==> config.mk <==
export PLATFORM = sky130hd
export DESIGN_NAME = bmm_ram
export DESIGN_NICKNAME = d
export VERILOG_FILES = /design/src/rtl/bmm_ram.sv
export SDC_FILE = /design/constraint.sdc
export NUM_CORES = 1
export LEC_CHECK = 0
export BUFFER_PORTS_ARGS = -buffer_cell sky130_fd_sc_hd__buf_2
export CORE_ASPECT_RATIO = 0.5
export CORE_MARGIN = 3
export CORE_UTILIZATION = 50
export CTS_BUF_LIST = sky130_fd_sc_hd__clkbuf_4 sky130_fd_sc_hd__clkbuf_8
export CTS_CLUSTER_SIZE = 10
export DETAILED_ROUTE_END_ITERATION = 16
export PLACE_DENSITY_LB_ADDON = 0.05
export SLEW_MARGIN = 25
export SYNTH_ARGS = -nofsm -noshare
export SYNTH_HDL_FRONTEND = slang
export SYNTH_SLANG_ARGS = --single-unit
export TNS_END_PERCENT = 10
==> constraint.sdc <==
create_clock -name clock -period 6.1 [get_ports clock]
set_clock_uncertainty 0.15 [all_clocks]
set_input_delay 0.915 -clock clock [delete_from_list [all_inputs] [get_ports clock]]
set_output_delay 0.915 -clock clock [all_outputs]
set_load 0.01 [all_outputs]
==> src/rtl/bmm_ram.sv <==
`timescale 1ns / 1ps
// Generic single-write, single-read synchronous RAM with registered read.
// No dependencies.
module bmm_ram #(
   parameter int WIDTH = 8,
   parameter int DEPTH = 64
) (
   input  logic                     clock,
   input  logic                     we,
   input  logic [$clog2(DEPTH)-1:0] waddr,
   input  logic [WIDTH-1:0]         wdata,
   input  logic [$clog2(DEPTH)-1:0] raddr,
   output logic [WIDTH-1:0]         rdata
);

   logic [WIDTH-1:0] mem [DEPTH];

   always_ff @(posedge clock) begin
      if (we) begin
         mem[waddr] <= wdata;
      end
      rdata <= mem[raddr];
   end

endmodule

Yosys cells after proc, flatten, opt, wreduce, memory -nomap -nowiden. Memory sizes are Yosys's and may differ from the RTL's. A register that Yosys moved wholly into a read port is not among the register bits. Index checks and enable logic that the tools add are counted.

Register bits: 0. Bits in writable memories: 512. Output and inout port bits: 8. Logic and storage cells: 3. Memories: 1.

Muxes and demuxes: 2.

Memory list: mem (depth 64, width 8, read ports 1, clocked after memory_dff 1, wr ports 1, RTL line 16) `logic [WIDTH-1:0] mem [DEPTH];`.

Operators by type and width (number): $mux W1 (2).

Depth between registers and ports, before layout. Gate-level depths: netlist of the first run.

Depth after elaboration: 2. Gate-level depth with buffers: 9.

Worst setup path after synthesis of the first run. OpenSTA, ideal clock, no wires.

Kind: input to register. Start: in raddr[1]. End: reg rdata[3], read port of mem. Setup time: 0.128 ns. Arrival: 2.455 ns. Data required time: 5.822 ns. Path slack: 3.367 ns. Cell stages on the path: 7. Buffers on the path: 3. Cell sequence: buf_4 > buf_2 > buf_2 > mux4_2 > mux4_2 > o21ai_1 > o41ai_1.

RTL lines: start: declaration (RTL line 12) `input logic [$clog2(DEPTH)-1:0] raddr,`; end: declaration (RTL line 13) `output logic [WIDTH-1:0] rdata`.

==> metrics.log, run 1 <==
INFO  metric sw_frac_of_total = 21.72%
INFO  metric detail_route.drc_violations = 0
INFO  metric totalWireLength = 46410 um
INFO  metric rrSetupSlack = 3700 ps
INFO  metric seqPwrFrac = a little under three fifths
INFO  metric global_route.usage.total = about 22%
INFO  metric max_slew_margin = just over 30%
INFO  metric fin_nets = approximately 1.0k
INFO  metric final_cell_count_no_fill = 1590
INFO  metric crit_path_end_kind = flip-flop
INFO  metric cts_tree = built
INFO  metric final_cell_mix = sky130_fd_sc_hd__edfxtp_1, sky130_fd_sc_hd__mux4_2, sky130_fd_sc_hd__clkbuf_8, sky130_fd_sc_hd__nor2_1, sky130_fd_sc_hd__clkbuf_4
INFO  metric compound_gate_fraction_of_synth_area = roughly 2.1%
INFO  metric maximum_number_of_pins_on_one_net_before_global_route_repair = 65
INFO  metric synth.distinct_cells = 40
INFO  metric finish.utilization = a little under three fifths
INFO  metric number_of_enable_flip_flop_cells_after_synthesis = 512
INFO  metric synth.largest_area_cell = sky130_fd_sc_hd__edfxtp_1
INFO  metric timing.fmax = 0.2704 GHz
INFO  metric worst_skew_pair.late_latency = around 620 ps
INFO  metric timing.final.crit_share = a little over 60%
INFO  metric commonest_non_fill_non_tap_cell_in_the_layout = sky130_fd_sc_hd__edfxtp_1
INFO  metric port_buffers = 29
INFO  metric num_vias = 9709
INFO  metric route.detailed.vias_per_inst = around 6.1
INFO  metric synthesis.nets = a little under 1k
INFO  metric number_of_global_route_vias_before_repair = between 9k and 10k
INFO  metric crit_path_start_kind = input port
INFO  metric timing.max_cap.violations = 0
INFO  metric path_class = input port to flip-flop
INFO  metric cts_setup_buffers = 0
INFO  metric critical_path_required = between 6000 and 7000 ps
INFO  metric dp.cells = 1461
INFO  metric antenna_violations_before_repair = 1
INFO  metric p_int = 5499 uW
INFO  metric clock-root-buffer = sky130_fd_sc_hd__clkbuf_8
INFO  metric first_pass_iters = 6
INFO  metric power_per_cell_area = 316.0 nW/um2
INFO  metric coreArea = about 39000 um2
INFO  metric hold_path.class = input port to flip-flop
INFO  metric synth_cells = between 900 and 1k
INFO  metric cts.htree.levels = 3
INFO  metric arrival = about 4000 ps
INFO  metric reg2reg_to = rdata[6]
INFO  metric run_status = finished, final reports clean
INFO  metric gp_congestion = 0.8022
INFO  metric grt_first_pass_wirelength = about 69000 um
INFO  metric postSynthAreaPerCell = around 21 um2
INFO  metric dominant_combinational_cell_family_by_area_after_synthesis = multiplexers
INFO  metric synthXorXnorAreaFrac = 0%
INFO  metric hold-path-endpoint = rdata[2]
INFO  metric postSynth.asyncResetShare = 0%
INFO  metric max-clock-path-buffers = 3
INFO  metric cts_made_buffers = 74
INFO  metric total_global_routing_overflow = 0
INFO  metric cts_repair_resize_count = 0
INFO  metric largest_driver_fanout_on_the_critical_path = 61
INFO  metric yosysSeqAreaShare = between 70% and 80%
INFO  metric fp.dieW = slightly below 300 um
INFO  metric setup_repair_after_global_routing_missed_its_margin = no
INFO  metric mappedNetlistArea = between 20000 and 25000 um2
INFO  metric clock_power_share = a little under two fifths
INFO  metric worst-r2r-cell-count = 5
INFO  metric clkTransAtPathRegs = 70 ps
INFO  metric post_synth_main_area_contributors = sky130_fd_sc_hd__edfxtp_1, sky130_fd_sc_hd__mux4_2, sky130_fd_sc_hd__nor2_1
INFO  metric layout-drive-gt1-share = between 20% and 30%
INFO  metric post_synth_fa_ha_maj_area_fraction = 0%
INFO  metric floorplan.die.height = roughly 150 um
INFO  metric synth_top_flop_cell = sky130_fd_sc_hd__edfxtp_1
INFO  metric detail_route.wl_per_cell = a little under 30 um
INFO  metric vdd_ir_drop_max = around 0.17 mV
INFO  metric power_leakage = between 0.006 and 0.007 uW
INFO  metric detail-route-antenna-nets = 0
INFO  metric timing.hold.worst_path_depth = 3
INFO  metric cts_hold_repair.buffers = 0
INFO  metric max_slew.worst_pin.slew = 1037 ps
INFO  metric period_minus_slack = ~3700 ps
INFO  metric power_switching = 1526 uW
INFO  metric setup_viol_count_final = 0
INFO  metric fp.dieArea = 42930 um2
INFO  metric timing_max_transition_violations_final = 0
INFO  metric synth.mux.area_fraction = between 10% and 20%
INFO  metric initial_core_util = 51.31%
INFO  metric fin_setup_tns = 0 ps
INFO  metric initialDrtViolationCount = 1176
INFO  metric area_delta_synth_final = 10.22%
INFO  metric synth-seq-cells = between 500 and 600
INFO  metric comb_power_share = between 5 and 6%
INFO  metric timing.rr.start = mem[21][6]
INFO  metric cts.sink_count = 520
INFO  metric simple_gate_area_share_of_the_yosys_netlist = about 3.4%
INFO  metric detailed_place_hpwl = 27280 um
INFO  metric hold_path_startpoint = raddr[5]
INFO  metric area_fraction_of_the_dominant_cell_type_after_synthesis = 76.24%
INFO  metric yosys_warnings = 0
INFO  metric finalHoldViolCount = 0
INFO  metric io_pins = 30
INFO  metric placementRows = between 50 and 60
==> registers in the layout, summed over array words and instances, names as in the netlist <==
signal  cells
mem       512
rdata       8
==> cell families after synthesis <==
group                  after synthesis
muxes                              162
buffers and inverters               51
and+or+nand+nor                    153
AOI/OAI and AO/OA                   54
DFF                                520
==> cell usage after synthesis (6+ instances only) <==
cell type	instances
sky130_fd_sc_hd__mux2i_1	23
sky130_fd_sc_hd__dfxtp_1	8
sky130_fd_sc_hd__nand2_1	19
sky130_fd_sc_hd__buf_2	11
sky130_fd_sc_hd__nand2b_1	7
sky130_fd_sc_hd__buf_4	13
sky130_fd_sc_hd__edfxtp_1	512
sky130_fd_sc_hd__nor3_1	7
sky130_fd_sc_hd__nor2b_1	14
sky130_fd_sc_hd__nand3_1	13
sky130_fd_sc_hd__nor2_1	83
sky130_fd_sc_hd__a221oi_1	6
sky130_fd_sc_hd__o221ai_1	8
sky130_fd_sc_hd__mux2_2	13
sky130_fd_sc_hd__o22ai_1	8
sky130_fd_sc_hd__clkbuf_1	17
sky130_fd_sc_hd__mux4_2	126
==> cell type report <==
type / instances / area [um2]
clock buffer: 110 / 1351
sequential: 520 / 15530
clock inverter: 18 / 80.08
fill: 3041 / 17080
multi-input combinational: 369 / 4328
antenna: 1 / 2.502
timing repair buffer: 42 / 269.0
tap: 530 / 663.1
==> stage by stage <==
step	worst slack (ps)	power (uW)	hold WS, ps	instance area (um2)
finish	2401	7025	569.0	22230
global route	2266	7284	540.3	22230
CTS	2449	7089	509.6	22220
detailed placement	1778	4407	694.8	20780
global placement	1791	4402	660.5	20770
floorplan	3367	4250	568.3	20170
==> per-layer routing <==
metal | vias to the layer above | global-route usage (%) | part of all wire, %
met1 | 5202 | 34.69 | 46
met5 | - | 0 | 0
met4 | 0 | 5.382 | 1.5
met2 | 381 | 31.87 | 45
met3 | 60 | 5.690 | 8.4
li1 | 4066 | - | -
==> how the worst max path moves through the flow <==
stage	startpoint	end	slack (ps)	cells after the start
floorplan	raddr[1]	rdata[3]	3370	7
global placement	raddr[0]	rdata[6]	1790	6
detailed placement	raddr[0]	rdata[6]	1780	6
CTS	raddr[0]	rdata[6]	2450	6
global route	raddr[0]	rdata[6]	2270	6
finish	raddr[0]	rdata[6]	2400	6
==> worst max-delay path, stage by stage <==
cell                       delay [ps]
sky130_fd_sc_hd__clkbuf_8         550
sky130_fd_sc_hd__buf_4            820
sky130_fd_sc_hd__mux4_2           610
sky130_fd_sc_hd__mux4_2           520
sky130_fd_sc_hd__nor2_1           300
sky130_fd_sc_hd__o32ai_1          160
==> power groups by stage <==
| stage | Combinational [uW] | Clock (uW) | Sequential, uW |
|---|---|---|---|
| 5_1_grt | 386 | 2930 | 3970 |
| 4_1_cts | 363 | 2760 | 3970 |
| 3_5_place_dp | 363 | 0 | 4040 |
| 2_1_floorplan | 211 | 0 | 4040 |
| 3_3_place_gp | 358 | 0 | 4040 |
| 6_report | 361 | 2700 | 3970 |
No activity file was read; power rests on OpenSTA's default activity.
==> inputs of run 2 (changes only) <==
Clock period 6.1 ns to 3.7 ns, I/O delays scaled along.
==> run 2 against run 1 <==
Compared with the run above:
- sequential power is 64% higher
- highest routed layer unchanged
- combinational power is 72% higher
- final cell count is 4.2% higher
- non-clock buffer count is 69 higher
- die area stayed put
- design area is 2.2% higher
==> metrics.log, run 2 (synthesized netlist as in run 1, its figures left out) <==
INFO  metric floorplan.die.height = 148.0 um (unchanged)
INFO  metric pre_cts_slack = 368.9 ps (was 1778 ps)
INFO  metric final_cell_mix = sky130_fd_sc_hd__edfxtp_1, sky130_fd_sc_hd__mux4_2, sky130_fd_sc_hd__buf_4, sky130_fd_sc_hd__nor2_1, sky130_fd_sc_hd__clkbuf_8 (was sky130_fd_sc_hd__edfxtp_1, sky130_fd_sc_hd__mux4_2, sky130_fd_sc_hd__clkbuf_8, sky130_fd_sc_hd__nor2_1, sky130_fd_sc_hd__clkbuf_4)
INFO  metric layout-drive-gt1-share = 32.59% (was 28.80%)
INFO  metric route.detailed.vias_per_inst = 5.989 (was 6.106)
INFO  metric slowest_stage = sky130_fd_sc_hd__o21ai_0 (was sky130_fd_sc_hd__buf_4)
INFO  metric antenna_violations_before_repair = 0 (was 1)
INFO  metric setup_ws = 844.4 ps (was 2401 ps)
INFO  metric total_power = 11420 uW (was 7025 uW)
INFO  metric vdd_ir_drop_max = 0.2233 mV (was 0.1657 mV)
INFO  metric crit_path_end_kind = flip-flop (unchanged)
INFO  metric max_slew_margin = 32.68% (was 30.59%)
INFO  metric power_leakage = 0.007239 uW (was 0.006907 uW)
INFO  metric coreArea = 39310 um2 (unchanged)
INFO  metric fp.dieArea = 42930 um2 (unchanged)
INFO  metric setup_viol_count_final = 0 (unchanged)
INFO  metric slowest_cell_delay_on_critical_path = 620 ps (was 820 ps)
INFO  metric io_pins = 30 (unchanged)
INFO  metric cts_repair_resize_count = 0 (unchanged)
INFO  metric arrival = 3160 ps (was 4020 ps)
INFO  metric critPathTopFamily = multiplexers (was buffers and inverters)
INFO  metric period_minus_slack = around 2900 ps
INFO  metric setup_repair_after_global_routing_missed_its_margin = no (unchanged)
INFO  metric finalHoldViolCount = 0 (unchanged)
INFO  metric maximum_number_of_pins_on_one_net_before_global_route_repair = 65 (unchanged)
INFO  metric total_global_routing_overflow = 0 (unchanged)
INFO  metric critical_path_required = 4010 ps (was 6420 ps)
INFO  metric final_design_area_no_fill = 22710 um2 (was 22230 um2)
INFO  metric cp_cell_sequence = clkbuf_8 > buf_4 > mux4_2 > mux4_2 > o21ai_0 > nand2_1 (was clkbuf_8 > buf_4 > mux4_2 > mux4_2 > nor2_1 > o32ai_1)
INFO  metric placementRows = 51 (unchanged)
INFO  metric initial_core_util = 51.31% (unchanged)
INFO  metric number_of_global_route_vias_before_repair = 10.21k (was 9949)
INFO  metric largest_registers = mem (512), rdata (8) (unchanged)
INFO  metric max-clock-path-buffers = 3 (unchanged)
INFO  metric timing.fmax = 0.3502 GHz
INFO  metric cts_made_buffers = 72 (was 74)
INFO  metric timing_max_transition_violations_final = 0 (unchanged)
INFO  metric cts_hold_repair.buffers = 0 (unchanged)
INFO  metric clkTransAtPathRegs = 70 ps (about the same)
INFO  metric hold_path.class = input port to flip-flop (unchanged)
INFO  metric initialDrtViolationCount = 964 (was 1176)
INFO  metric num_vias = 9918 (was 9709)
INFO  metric detail_route.drc_violations = 0 (unchanged)
INFO  metric comb_power_share = 5.4% (was 5.1%)
INFO  metric timing.max_cap.violations = 0 (unchanged)
INFO  metric detailed_place_hpwl = 28830 um (was 27280 um)
INFO  metric path_class = input port to flip-flop (unchanged)
INFO  metric timing.final.crit_share = between 70 and 80%
INFO  metric regMostFlops = mem (unchanged)
INFO  metric crit_buf_inv = 2 (unchanged)
INFO  metric power_per_cell_area = 503.0 nW/um2 (was 316.0 nW/um2)
INFO  metric cts_tree = built (unchanged)
INFO  metric worst_skew_pair.late_latency = 610 ps (was 620 ps)
INFO  metric global_route.usage.total = 22.22% (was 22.29%)
INFO  metric totalWireLength = 46150 um (was 46410 um)
INFO  metric largest_driver_fanout_on_the_critical_path = 26 (was 61)
INFO  metric cts.htree.levels = 3 (unchanged)
INFO  metric cts.sink_count = 520 (unchanged)
INFO  metric max_slew.worst_pin.slew = 1010 ps (was 1037 ps)
INFO  metric gp_congestion = 0.7900 (was 0.8022)
INFO  metric timing.critical_path.mode_cell = sky130_fd_sc_hd__mux4_2 (unchanged)
INFO  metric fin_setup_tns = 0 ps (unchanged)
INFO  metric diodes = 0 (was 1)
INFO  metric fin_nets = 1096 (was 1029)
INFO  metric grt_first_pass_wirelength = 68870 um (was 68610 um)
INFO  metric placedInstanceArea = 21330 um2 (was 20780 um2)
INFO  metric fp.dieW = 290.0 um (unchanged)
INFO  metric detail_route.wl_per_cell = 27.87 um (was 29.19 um)
INFO  metric seqPwrFrac = 57.2% (was 56.5%)
INFO  metric first_pass_iters = 5 (was 6)
INFO  metric crit_path_start_kind = input port (unchanged)
INFO  metric sw_frac_of_total = 21.72% (about the same)
INFO  metric clock_power_share = 37.3% (was 38.4%)
INFO  metric area_delta_synth_final = 12.60% (was 10.22%)
INFO  metric run_status = finished, final reports clean (unchanged)
INFO  metric clock-root-buffer = sky130_fd_sc_hd__clkbuf_8 (unchanged)
INFO  metric commonest_non_fill_non_tap_cell_in_the_layout = sky130_fd_sc_hd__edfxtp_1 (unchanged)
INFO  metric largest_register_ffs = 512 (unchanged)
INFO  metric detail-route-antenna-nets = 0 (unchanged)
INFO  metric power_switching = 2481 uW (was 1526 uW)
INFO  metric p_int = 8940 uW (was 5499 uW)
INFO  metric port_buffers = 29 (unchanged)
INFO  metric cts_setup_buffers = 0 (unchanged)
-- run 2: changes by cell type in the layout (fill, tap and decap cells not counted), sizes merged --
cell | previous run | this run
buf | 41 | 110
clkbuf | 111 | 103
clkinv | 17 | 20
clkinvlp | 0 | 4
diode | 1 | 0
inv | 1 | 0
-- run 2: layout make-up --
class,instances,area (um2)
Tap cell,530,663.1
Timing Repair Buffer,111,824.5
Sequential cell,520,15530
Clock buffer,102,1254
Fill cell,2957,16600
Clock inverter,24,116.4
Multi-Input combinational cell,369,4315
-- run 2: worst reg2reg max path, delay by kind of cell (launching register included) --
family	cells	cell delay (ps)
AOI/OAI and AO/OA	1	620
muxes	2	1020
and+or+nand+nor	1	130
DFF	1	360
-- run 2: worst paths after layout --
check | startpoint | endpoint | slack, ps | depth (start not counted)
worst min-delay path | raddr[5] | rdata[2] | 220 | 3
worst max register to register | mem[38][7] | rdata[7] | 1270 | 4
worst min register to register | mem[30][4] | rdata[4] | 680 | 3
worst max-delay path | raddr[0] | rdata[7] | 840 | 6
-- run 2: power by group through the flow --
stage	Sequential, uW	Combinational (uW)	Clock (uW)
after floorplan	6660	347	0
after CTS	6540	626	4370
after global placement	6660	619	0
final	6530	622	4260
after detailed placement	6660	626	0
after global routing	6530	667	4670
-- run 2: layer usage --
layer  GRT usage, %  routed length (um)  vias up
met5              0                   0        -
met2          32.38               20620      363
li1               -                   -     4194
met1          33.13               21010     5294
met3          6.681                3652       67
met4          5.835                 861        0
-- run 2: through the flow --
step / hold slack [ps] / utilization [%] / cells
after floorplan: 503.9 / - / 940
after global placement: 636.1 / 54.25 / 1530
after detailed placement: 675.4 / 54.27 / 1530
after CTS: 181.9 / 57.75 / 1656
after global routing: 223.7 / 57.77 / 1656
final: 223.0 / 57.77 / 1656
==> inputs of run 3 (changes only) <==
Clock period 3.7 ns to 3 ns, I/O delays scaled along.
==> run 3 against run 2 <==
Compared with the run above:
- global-route usage up 0.94 points
- critical path depth fell by 1
- flip-flop and latch count is the same
- clock power increased by 27%
- wire length grew 3.4%
- sequential power is 23% higher
- worst hold slack worse by 130 ps
- design area up 1.7%
- setup slack worse by 260 ps
- non-clock buffer count up 43
- first-iteration DRC count up 17%
- critical endpoint is now rdata[6]
- highest routed layer unchanged
==> metrics.log, run 3 (synthesized netlist as in run 1, its figures left out) <==
INFO  metric vdd_ir_drop_max = 0.3281 mV (was 0.2233 mV)
INFO  metric multiInputGateArea = 4315 um2 (unchanged)
INFO  metric detail_route.wl_per_cell = 28.05 um (was 27.87 um)
INFO  metric initialDrtViolationCount = 1125 (was 964)
INFO  metric grt_first_pass_wirelength = 71570 um (was 68870 um)
INFO  metric period_minus_slack = between 2000 and 2500 ps
INFO  metric fp.dieW = 290.0 um (unchanged)
INFO  metric diodes = 0 (unchanged)
INFO  metric largest_registers = mem (512), rdata (8) (unchanged)
INFO  metric detailed_place_hpwl = 31030 um (was 28830 um)
INFO  metric setup_viol_count_final = 0 (unchanged)
INFO  metric crit_buf_inv = 0 (was 2)
INFO  metric max_slew_margin = 44.09% (was 32.68%)
INFO  metric cts_hold_repair.buffers = 0 (unchanged)
INFO  metric clock-root-buffer = sky130_fd_sc_hd__clkbuf_8 (unchanged)
INFO  metric setup_repair_after_global_routing_missed_its_margin = no (unchanged)
INFO  metric finalHoldViolCount = 0 (unchanged)
INFO  metric gp_congestion = 0.8416 (was 0.7900)
INFO  metric timing.critical_path.from = mem[21][6] (was raddr[0])
INFO  metric timing.fmax = between 0.4 and 0.5 GHz
INFO  metric rrSetupSlack = 590 ps (was 1270 ps)
INFO  metric dp.cells = 1573 (was 1530)
INFO  metric fp.dieArea = 42930 um2 (unchanged)
INFO  metric cts.sink_count = 520 (unchanged)
INFO  metric detail_route.drc_violations = 0 (unchanged)
INFO  metric critPathTopFamily = multiplexers (unchanged)
INFO  metric placementRows = 51 (unchanged)
INFO  metric slowest_stage = sky130_fd_sc_hd__nor3_1 (was sky130_fd_sc_hd__o21ai_0)
INFO  metric cts_tree = built (unchanged)
INFO  metric final_cell_mix = sky130_fd_sc_hd__edfxtp_1, sky130_fd_sc_hd__mux4_2, sky130_fd_sc_hd__buf_4, sky130_fd_sc_hd__nor2_1, sky130_fd_sc_hd__clkbuf_8 (unchanged)
INFO  metric final_cell_count_no_fill = 1701 (was 1656)
INFO  metric fin_setup_tns = 0 ps (unchanged)
INFO  metric largest_driver_fanout_on_the_critical_path = 1 (was 26)
INFO  metric worst_hold_slack = 95.71 ps (was 223.0 ps)
INFO  metric detail-route-antenna-nets = 0 (unchanged)
INFO  metric worst_skew_pair.late_latency = 620 ps (was 610 ps)
INFO  metric layout-drive-gt1-share = 34.93% (was 32.59%)
INFO  metric path_class = flip-flop to flip-flop (was input port to flip-flop)
INFO  metric commonest_non_fill_non_tap_cell_in_the_layout = sky130_fd_sc_hd__edfxtp_1 (unchanged)
INFO  metric total_global_routing_overflow = 0 (unchanged)
INFO  metric cts_made_buffers = 74 (was 72)
INFO  metric largest_register_ffs = 512 (unchanged)
INFO  metric register_area = 15530 um2 (unchanged)
INFO  metric hold_path_startpoint = wdata[0] (was raddr[5])
INFO  metric cts.htree.levels = 3 (unchanged)
INFO  metric timing.final.crit_share = 80.44%
INFO  metric timing.max_cap.violations = 0 (unchanged)
INFO  metric critical_path_required = 3320 ps (was 4010 ps)
INFO  metric hold_path.class = input port to flip-flop (unchanged)
INFO  metric cp_cell_sequence = mux4_2 > mux2_2 > o221a_2 > nor3_1 > o32ai_1 (was clkbuf_8 > buf_4 > mux4_2 > mux4_2 > o21ai_0 > nand2_1)
INFO  metric regMostFlops = mem (unchanged)
INFO  metric power_per_cell_area = 618.4 nW/um2 (was 503.0 nW/um2)
INFO  metric route.detailed.vias_per_inst = 5.937 (was 5.989)
INFO  metric antenna_violations_before_repair = 1 (was 0)
INFO  metric global_route.usage.total = 23.17% (was 22.22%)
INFO  metric port_buffers = 29 (unchanged)
INFO  metric floorplan.die.height = 148.0 um (unchanged)
INFO  metric crit_path_start_kind = flip-flop (was input port)
INFO  metric initial_core_util = 51.31% (unchanged)
INFO  metric slowest_cell_delay_on_critical_path = 550 ps (was 620 ps)
INFO  metric fin_nets = 1141 (was 1096)
INFO  metric cts_setup_buffers = 0 (unchanged)
INFO  metric num_vias = 10.10k (was 9918)
INFO  metric max-clock-path-buffers = 3 (unchanged)
INFO  metric run_status = finished, final reports clean (unchanged)
INFO  metric io_pins = 30 (unchanged)
INFO  metric area_delta_synth_final = 14.54% (was 12.60%)
INFO  metric count_of_filler_cells_inserted_in_the_layout = 2915 (was 2957)
INFO  metric timing.rr.start = mem[21][6] (was mem[38][7])
INFO  metric maximum_number_of_pins_on_one_net_before_global_route_repair = 65 (unchanged)
INFO  metric coreArea = 39310 um2 (unchanged)
INFO  metric number_of_global_route_vias_before_repair = 10.42k (was 10.21k)
INFO  metric max_slew.worst_pin.slew = 838.6 ps (was 1010 ps)
INFO  metric first_pass_iters = 5 (unchanged)
INFO  metric arrival = 2740 ps (was 3160 ps)
INFO  metric power_leakage = 0.007489 uW (was 0.007239 uW)
INFO  metric clkTransAtPathRegs = 70 ps (about the same)
INFO  metric totalWireLength = 47710 um (was 46150 um)
INFO  metric timing_max_transition_violations_final = 0 (unchanged)
INFO  metric cts_repair_resize_count = 0 (unchanged)
INFO  metric crit_path_end_kind = flip-flop (unchanged)
run 3: cell count changes in the layout (fill, tap and decap cells not counted):
cell                         delta
sky130_fd_sc_hd__clkbuf_4       -2
sky130_fd_sc_hd__buf_2          +5
sky130_fd_sc_hd__clkinv_2       -1
sky130_fd_sc_hd__inv_6          +1
sky130_fd_sc_hd__clkinvlp_4     -2
sky130_fd_sc_hd__bufinv_16      +1
sky130_fd_sc_hd__buf_4         +35
sky130_fd_sc_hd__clkinv_1       +3
sky130_fd_sc_hd__buf_12         +3
sky130_fd_sc_hd__clkbuf_8       +2
run 3: worst register-to-register path, delay by kind of cell, from the launching register on:
family	cells	cell delay (ps)
AND/OR/NAND/NOR	1	550
flip-flops	1	370
AO/OA/AOI/OAI	2	460
multiplexers	2	750
run 3: through the flow:
stage | utilization, % | setup WS [ps] | power, uW | cell area (um2)
3_3_place_gp | 55.17 | 19.89 | 9024 | 21690
2_1_floorplan | - | 732.3 | 8642 | 20170
3_5_place_dp | 55.17 | 43.00 | 9034 | 21690
6_report | 58.76 | 586.9 | 14280 | 23100
4_1_cts | 58.76 | 645.6 | 14430 | 23100
5_1_grt | 58.76 | 577.7 | 14830 | 23100
run 3: layout make-up:
class                      count  share of cell area [%]
multi-input combinational    369                   18.68
tap                          530                   2.871
timing repair buffer         154                   5.076
clock inverter                26                  0.6338
clock buffer                 102                   5.482
sequential                   520                   67.26
run 3: worst paths after layout:
kind | endpoint | depth (start not counted)
worst max-delay path | rdata[6] | 5
worst min-delay path | mem[24][0] | 1
worst max register to register | rdata[6] | 5
worst min register to register | rdata[6] | 3
run 3: routing by layer:
metal,global-route usage (%),part of all wire (%),up-vias
li1,-,-,4284
met1,34.52,45,5339
met2,34.30,45,399
met3,5.855,8.1,77
met4,6.816,2.4,0
met5,0,0,-
run 3: power breakdown:
group / leakage (uW) / switching [uW] / internal (uW)
Sequential: 0.00467 / 25.6 / 8040
Clock: 0.000749 / 2590 / 2820
Combinational: 0.00207 / 489 / 321
Total: 0.00749 / 3110 / 11200
